==> src/hgrp_pkg.sv <==
// Shared types, constants and character tables for the HTTP GET request parser.
`default_nettype none

package hgrp_pkg;

   localparam int COUNT_BITS = 16;
   localparam int LIMIT_BITS = 16;
   localparam int CMP_BITS   = ((COUNT_BITS > LIMIT_BITS) ? COUNT_BITS : LIMIT_BITS) + 1;
   localparam int POS_BITS   = 4;

   localparam logic [LIMIT_BITS-1:0] LIMIT_RESET = LIMIT_BITS'(4096);
   localparam logic [POS_BITS-1:0]   POS_MAX     = '1;
   localparam logic [POS_BITS-1:0]   METHOD_LEN  = POS_BITS'(3);
   localparam logic [POS_BITS-1:0]   VERSION_LEN = POS_BITS'(8);

   localparam logic [7:0] CHAR_CR    = 8'h0D;
   localparam logic [7:0] CHAR_LF    = 8'h0A;
   localparam logic [7:0] CHAR_SLASH = 8'h2F;
   localparam logic [7:0] CHAR_SPACE = 8'h20;

   typedef enum logic [2:0] {
      PH_METHOD  = 3'd0,
      PH_URL     = 3'd1,
      PH_VERSION = 3'd2,
      PH_HEADER  = 3'd3,
      PH_DONE    = 3'd4
   } phase_type;

   typedef enum logic [1:0] {
      ST_PENDING = 2'd0,
      ST_BAD     = 2'd1,
      ST_ACCEPT  = 2'd2,
      ST_IGNORE  = 2'd3
   } status_type;

   typedef struct packed {
      phase_type              phase;
      logic [POS_BITS-1:0]    match_pos;
      logic                   mismatch;
      logic                   cr_seen;
      logic                   line_empty;
      logic [COUNT_BITS-1:0]  count;
   } parse_state_type;

   localparam parse_state_type PARSE_RESET = '{
      phase:      PH_METHOD,
      match_pos:  '0,
      mismatch:   1'b0,
      cr_seen:    1'b0,
      line_empty: 1'b1,
      count:      '0
   };

   typedef struct packed {
      status_type  status;
      logic [7:0]  url_byte;
      logic        url_valid;
   } result_type;

   function automatic logic [7:0] to_lower(input logic [7:0] b);
      if (b >= 8'h41 && b <= 8'h5A) begin
         return b + 8'd32;
      end
      return b;
   endfunction

   // "get"; positions past the text never match anything that gets here
   function automatic logic [7:0] method_char(input logic [POS_BITS-1:0] pos);
      case (pos)
         4'd0:    return 8'h67;
         4'd1:    return 8'h65;
         4'd2:    return 8'h74;
         default: return 8'h00;
      endcase
   endfunction

   // "http/1.1"
   function automatic logic [7:0] version_char(input logic [POS_BITS-1:0] pos);
      case (pos)
         4'd0:    return 8'h68;
         4'd1:    return 8'h74;
         4'd2:    return 8'h74;
         4'd3:    return 8'h70;
         4'd4:    return 8'h2F;
         4'd5:    return 8'h31;
         4'd6:    return 8'h2E;
         4'd7:    return 8'h31;
         default: return 8'h00;
      endcase
   endfunction

endpackage

`default_nettype wire

==> src/hgrp_step.sv <==
// Next-state and result logic for one request byte.
`default_nettype none

module hgrp_step (
   input  wire logic [7:0]                     data_byte,
   input  wire logic                           end_of_stream,
   input  wire logic                           restart,
   input  wire logic [hgrp_pkg::LIMIT_BITS-1:0] max_request_bytes,
   input  var  hgrp_pkg::parse_state_type      state_cur,
   output      hgrp_pkg::parse_state_type      state_nxt,
   output      hgrp_pkg::result_type           result
);
   import hgrp_pkg::*;

   logic [CMP_BITS-1:0] count_next;
   logic [CMP_BITS-1:0] count_mask;
   logic [CMP_BITS-1:0] limit_ext;
   logic [7:0]          lower;
   status_type          status;
   logic                is_url;

   assign count_next = CMP_BITS'(state_cur.count) + CMP_BITS'(1);
   assign count_mask = CMP_BITS'({COUNT_BITS{1'b1}});
   assign limit_ext  = CMP_BITS'(max_request_bytes);
   assign lower      = to_lower(data_byte);

   always_comb begin
      state_nxt = state_cur;
      status    = ST_PENDING;
      is_url    = 1'b0;

      if (restart) begin
         state_nxt = PARSE_RESET;
      end else if (state_cur.phase == PH_DONE) begin
         status = ST_IGNORE;
      end else if (end_of_stream) begin
         status = ST_BAD;
      end else begin
         if (count_next > limit_ext || count_next > count_mask) begin
            status = ST_BAD;
         end else begin
            state_nxt.count = count_next[COUNT_BITS-1:0];
            if (state_cur.cr_seen) begin
               state_nxt.cr_seen = 1'b0;
               if (data_byte != CHAR_LF) begin
                  status = ST_BAD;
               end else if (state_cur.phase == PH_HEADER) begin
                  if (state_cur.line_empty) begin
                     status = ST_ACCEPT;
                  end else begin
                     state_nxt.line_empty = 1'b1;
                  end
               end else if (state_cur.phase == PH_VERSION && state_cur.match_pos == VERSION_LEN
                            && !state_cur.mismatch) begin
                  state_nxt.phase      = PH_HEADER;
                  state_nxt.match_pos  = '0;
                  state_nxt.line_empty = 1'b1;
               end else begin
                  status = ST_BAD;
               end
            end else if (data_byte == CHAR_CR) begin
               state_nxt.cr_seen = 1'b1;
            end else if (data_byte == CHAR_LF) begin
               status = ST_BAD;
            end else begin
               state_nxt.line_empty = 1'b0;
               case (state_cur.phase)
                  PH_METHOD: begin
                     if (data_byte == CHAR_SPACE) begin
                        if (state_cur.match_pos != METHOD_LEN || state_cur.mismatch) begin
                           status = ST_BAD;
                        end else begin
                           state_nxt.phase     = PH_URL;
                           state_nxt.match_pos = '0;
                        end
                     end else begin
                        if (state_cur.match_pos >= METHOD_LEN
                            || lower != method_char(state_cur.match_pos)) begin
                           state_nxt.mismatch = 1'b1;
                        end
                        if (state_cur.match_pos != POS_MAX) begin
                           state_nxt.match_pos = state_cur.match_pos + POS_BITS'(1);
                        end
                     end
                  end
                  PH_URL: begin
                     if (data_byte == CHAR_SPACE) begin
                        if (state_cur.match_pos == '0) begin
                           status = ST_BAD;
                        end else begin
                           state_nxt.phase     = PH_VERSION;
                           state_nxt.match_pos = '0;
                           state_nxt.mismatch  = 1'b0;
                        end
                     end else if (state_cur.match_pos == '0 && data_byte != CHAR_SLASH) begin
                        status = ST_BAD;
                     end else begin
                        state_nxt.match_pos = POS_BITS'(1);
                        is_url              = 1'b1;
                     end
                  end
                  PH_VERSION: begin
                     if (state_cur.match_pos >= VERSION_LEN
                         || lower != version_char(state_cur.match_pos)) begin
                        state_nxt.mismatch = 1'b1;
                     end
                     if (state_cur.match_pos != POS_MAX) begin
                        state_nxt.match_pos = state_cur.match_pos + POS_BITS'(1);
                     end
                  end
                  default: begin
                  end
               endcase
            end
         end
         if (status == ST_BAD || status == ST_ACCEPT) begin
            state_nxt.phase = PH_DONE;
            is_url          = 1'b0;
         end
      end
   end

   assign result.status    = status;
   assign result.url_valid = is_url;
   assign result.url_byte  = is_url ? data_byte : 8'h00;

endmodule

`default_nettype wire

==> src/http_get_request_parser.sv <==
// Top level of the HTTP GET request parser: input register, parser state, result register.
`default_nettype none

// Channel   Direction  Handshake            Payload
// req_      in         req_valid/req_stall  data_byte, end_of_stream, restart
// rsp_      out        rsp_valid/rsp_stall  status, url_byte, url_valid
// csr_      in         csr_write_enable     csr_write_data (max_request_bytes)
//
// One byte per cycle while rsp_ is not stalled. A byte in the input register moves into
// the result register once that register can take it, and its result is then on rsp_
// (parser state is updated as it moves from the input register to the result register).
// Synchronous active-high reset clears the parser and sets the byte limit to 4096.
// A stall on rsp_ holds the result register and then backs up into the input register.

module http_get_request_parser (
   input  wire logic        clock,
   input  wire logic        reset,
   input  wire logic        req_valid,
   output      logic        req_stall,
   input  wire logic [7:0]  req_data_byte,
   input  wire logic        req_end_of_stream,
   input  wire logic        req_restart,
   output      logic        rsp_valid,
   input  wire logic        rsp_stall,
   output      logic [1:0]  rsp_status,
   output      logic [7:0]  rsp_url_byte,
   output      logic        rsp_url_valid,
   input  wire logic        csr_write_enable,
   input  wire logic [15:0] csr_write_data
);
   import hgrp_pkg::*;

   logic                  in_valid_ff, in_valid_in;
   logic [7:0]            in_byte_ff, in_byte_in;
   logic                  in_eos_ff, in_eos_in;
   logic                  in_restart_ff, in_restart_in;
   logic                  out_valid_ff, out_valid_in;
   result_type            out_result_ff, out_result_in;
   parse_state_type       state_ff, state_in;
   logic [LIMIT_BITS-1:0] limit_ff, limit_in;

   parse_state_type       state_calc;
   result_type            result_calc;
   logic                  out_ready;
   logic                  advance;
   logic                  req_take;

   hgrp_step u_step (
      .data_byte         (in_byte_ff),
      .end_of_stream     (in_eos_ff),
      .restart           (in_restart_ff),
      .max_request_bytes (limit_ff),
      .state_cur         (state_ff),
      .state_nxt         (state_calc),
      .result            (result_calc)
   );

   assign out_ready = !out_valid_ff || !rsp_stall;
   assign advance   = in_valid_ff && out_ready;
   assign req_stall = in_valid_ff && !out_ready;
   assign req_take  = req_valid && !req_stall;

   always_comb begin
      in_valid_in   = in_valid_ff;
      in_byte_in    = in_byte_ff;
      in_eos_in     = in_eos_ff;
      in_restart_in = in_restart_ff;
      if (!req_stall) begin
         in_valid_in = req_valid;
      end
      if (req_take) begin
         in_byte_in    = req_data_byte;
         in_eos_in     = req_end_of_stream;
         in_restart_in = req_restart;
      end

      out_valid_in  = out_valid_ff;
      out_result_in = out_result_ff;
      if (out_ready) begin
         out_valid_in = in_valid_ff;
      end
      if (advance) begin
         out_result_in = result_calc;
      end

      state_in = advance ? state_calc : state_ff;
      limit_in = csr_write_enable ? csr_write_data : limit_ff;
   end

   always_ff @(posedge clock) begin
      if (reset) begin
         in_valid_ff  <= 1'b0;
         out_valid_ff <= 1'b0;
         state_ff     <= PARSE_RESET;
         limit_ff     <= LIMIT_RESET;
      end else begin
         in_valid_ff  <= in_valid_in;
         out_valid_ff <= out_valid_in;
         state_ff     <= state_in;
         limit_ff     <= limit_in;
      end
      in_byte_ff    <= in_byte_in;
      in_eos_ff     <= in_eos_in;
      in_restart_ff <= in_restart_in;
      out_result_ff <= out_result_in;
   end

   assign rsp_valid     = out_valid_ff;
   assign rsp_status    = out_result_ff.status;
   assign rsp_url_byte  = out_result_ff.url_byte;
   assign rsp_url_valid = out_result_ff.url_valid;

endmodule

`default_nettype wire

==> config.mk <==
export PLATFORM = sky130hd
export DESIGN_NAME = http_get_request_parser
export DESIGN_NICKNAME = d
export VERILOG_FILES = /design/src/hgrp_pkg.sv /design/src/hgrp_step.sv /design/src/http_get_request_parser.sv
export SDC_FILE = /design/constraint.sdc
export NUM_CORES = 1
export LEC_CHECK = 0
export BUFFER_PORTS_ARGS = -buffer_cell sky130_fd_sc_hd__buf_2
export CAP_MARGIN = 20
export CORE_MARGIN = 2
export CORE_UTILIZATION = 35
export CTS_CLUSTER_SIZE = 20
export DETAILED_ROUTE_END_ITERATION = 10
export PLACE_DENSITY = 0.5
export SYNTH_ARGS = -nofsm -noshare
export SYNTH_HDL_FRONTEND = slang
export SYNTH_HIERARCHICAL = 1
export SYNTH_SLANG_ARGS = --single-unit
==> constraint.sdc <==
create_clock -name clock -period 6.6 [get_ports clock]
set_clock_uncertainty 0.15 [all_clocks]
set_input_delay 0.33 -clock clock [delete_from_list [all_inputs] [get_ports clock]]
set_output_delay 0.33 -clock clock [all_outputs]
set_load 0.02 [all_outputs]
==> impl_metrics.json <==
{
  "clock.fmax_mhz": 219,
  "critPathMaxFanout": 17,
  "wl_per_cell_um": 14.9,
  "path_class": "register to register",
  "startpoint_type": "register",
  "vias": 3953,
  "power_switching_w": 0.000268,
  "overflow": 0,
  "std_cell_rows": 42,
  "grt_usage_pct": 16.3,
  "pwr-share-seq_pct": 44.4,
  "mappedNetlistNets": 611,
  "clk_pin_slew_ps": 60,
  "clk_latency_ps": 340,
  "layout_commonest_cell": "nor2_1",
  "fin_util_pct": 39.7,
  "seq_area_mm2": 0.00151,
  "grt_antenna_before_repair": 0,
  "worstPathArrival_ps": 4680,
  "routabilityCongestion": 0.840,
  "hold_buffers": 0,
  "final_cell_mix": "nor2_1 (65), nand2b_1 (51), mux2i_1 (44), dfxtp_1 (44), buf_2 (43)",
  "grt_max_degree": 71,
  "hold_path.class": "primary input to register",
  "postCtsSetupRepairBufs": 0,
  "period_minus_slack_ps": 4570,
  "rrSetupSlack_ps": 2030,
  "final_design_area_no_fill_mm2": 0.00523,
  "nFillCells": 1350,
  "worst_pin_slew_ps": 1020,
  "finalSetupViolCount": 0,
  "cts_sinks": 65,
  "place_area_mm2": 0.00496,
  "port_buffers": 43,
  "nets": 631,
  "post-place-cells": 741,
  "rr_endpoint": "state_ff[12]",
  "multi_input_area_mm2": 0.00288,
  "internal_power_w": 0.000728,
  "tns_ps": 0,
  "finalCritPeriodShare_pct": 69.2,
  "max_slew_margin_pct": 32.3,
  "cts_htree_levels": 3,
  "required_ps": 6710,
  "synth_cell_types": 66,
  "fp.dieW_um": 120,
  "cts_tree": "yes",
  "start_util_pct": 35.7,
  "synthArstFlopShare_pct": 0,
  "synth_ff_type": "dfxtp_1",
  "vias_per_cell": 5.22,
  "synth_area_mm2": 0.00471,
  "grt_pass1_vias": 3751,
  "hold_viol_final": 0,
  "cts_buffers": 9,
  "drive_above_1_share_pct": 12.0,
  "die_area_mm2": 0.0144,
  "syn2layout_area_growth_pct": 11.0,
  "powerDensity_mw_per_mm2": 190,
  "cts-root-buf": "clkbuf_16",
  "grt_pass1_wl_um": 18800,
  "cap_violations": 0,
  "ios": 44,
  "switching_share_pct": 26.9,
  "layout.cells.non_filler": 757,
  "synth_cells": 556,
  "r2r_cells": 15,
  "cts_resized": 0,
  "crit_end": "state_ff[12]",
  "postSynthAreaPerCell_um2": 8.48,
  "startpoint": "state_ff[0]",
  "outcome": "finished, final reports clean",
  "drt_iter0_drc": 274,
  "clockPowerShare_pct": 45.3,
  "ys_ff_latch": 65,
  "ant_nets": 0,
  "ys_warn_count": 6,
  "p_leak_nw": 2.03,
  "routed_wl_um": 11300,
  "die_h_um": 120,
  "r2r-start": "state_ff[0]",
  "antenna_cells": 0,
  "slew_violations": 0,
  "synth_edf_count": 21,
  "core-area_mm2": 0.0132,
  "end_kind": "register",
  "clockBufferDepth": 2,
  "dr.pass1.iters": 4,
  "drc": 0,
  "combPwrFrac_pct": 10.3,
  "seq_area_frac_synth_pct": 32.1,
  "rsz0062_at_grt": "no",
  "hpwl_um": 8080,
  "total_power_w": 0.000996,
  "ir_worst_vdd_uv": 94.2
}
## power by group through the flow
stage	clock [W]	combinational (W)	sequential (W)
finish	0.000451	0.000103	0.000442
global route	0.000482	0.000115	0.000445
CTS	0.000463	0.000104	0.000442
detailed placement	0	0.000103	0.000451
global placement	0	0.000101	0.000450
floorplan	0	0.0000807	0.000446
## kinds of logic (layout without fill, tap and decap cells)
kind of cell	Yosys count	count (layout)	synth area share (%)
compound gates	88	88	12.6
xor+xnor	31	31	5.76
fa+ha+maj	24	24	6.37
buf+inv	65	90	6.95
flops	65	65	32.1
mux	44	44	9.34
simple gates	239	239	26.9
## cell usage after synthesis (4+ instances only)
library cell | number | area share, %
inv_1 | 28 | 2.2
mux2i_1 | 44 | 9.3
o21ai_0 | 19 | 2.0
nand2_1 | 32 | 2.5
buf_2 | 8 | 0.85
xor2_1 | 19 | 3.5
nand3_1 | 16 | 1.7
buf_6 | 4 | 0.96
nor4_1 | 8 | 1.1
nand4_1 | 10 | 1.3
ha_1 | 24 | 6.4
dfxtp_1 | 44 | 19
nand2b_1 | 51 | 6.8
nor3_1 | 12 | 1.3
a21oi_1 | 24 | 2.5
nor2_1 | 65 | 5.2
a31oi_1 | 5 | 0.66
edfxtp_1 | 21 | 13
a211o_1 | 5 | 0.93
xnor2_1 | 12 | 2.2
a211oi_1 | 6 | 0.96
clkbuf_1 | 19 | 1.5
nor2b_1 | 4 | 0.53
and2_1 | 8 | 1.1
or3_1 | 8 | 1.1
## worst max-delay path, cell delays in order, from the launching register on
cell,delay [ps]
dfxtp_1,520
ha_1,350
nand3_1,210
nor4_1,400
and4_1,290
xor2_1,100
ha_1,330
nand3_1,130
nor4_1,290
a32oi_1,110
o21a_1,190
or3_1,660
or3_1,400
a21oi_1,160
nand2b_1,70
mux2i_1,120
## worst min-delay path by stage
stage                          start       endpoint  slack (ps)  cells after the start
CTS                 req_data_byte[1]  in_byte_ff[1]         0.5                      1
global route        req_data_byte[6]  in_byte_ff[6]           3                      1
floorplan           req_data_byte[0]  in_byte_ff[0]         280                      0
detailed placement      limit_ff[13]   limit_ff[13]         330                      2
finish              req_data_byte[3]  in_byte_ff[3]          10                      1
global placement         in_valid_ff      rsp_valid         330                      2
## state kept, by name (all words and copies together) (netlist names)
name           cells
in_restart_ff      1
rsp_url_valid      1
rsp_status         2
in_valid_ff        1
rsp_url_byte       8
in_byte_ff         8
rsp_valid          1
in_eos_ff          1
limit_ff          16
state_ff          26
## through the flow
stage,hold WS [ps],setup WS (ps)
3_5_place_dp,334,2060
6_report,12.6,2030
3_3_place_gp,327,2320
4_1_cts,0.453,2060
5_1_grt,3.39,1550
2_1_floorplan,279,2780
## final cells by class
| type | instances | share of cell area, % |
|---|---|---|
| timing repair buffer | 46 | 4.54 |
| inverter | 28 | 2.01 |
| multi-input combinational | 426 | 55.1 |
| tap | 176 | 4.21 |
| sequential | 65 | 28.9 |
| clock inverter | 7 | 0.980 |
| clock buffer | 9 | 4.30 |
## routing by layer
layer / GRT usage, % / vias up / routed length [um]
met2: 25.3 / 73 / 5090
met4: 6.84 / 0 / 196
met3: 2.61 / 12 / 355
li1: - / 2000 / -
met1: 22.5 / 1868 / 5660
met5: 0 / - / 0
No activity file was read; power rests on OpenSTA's default activity.
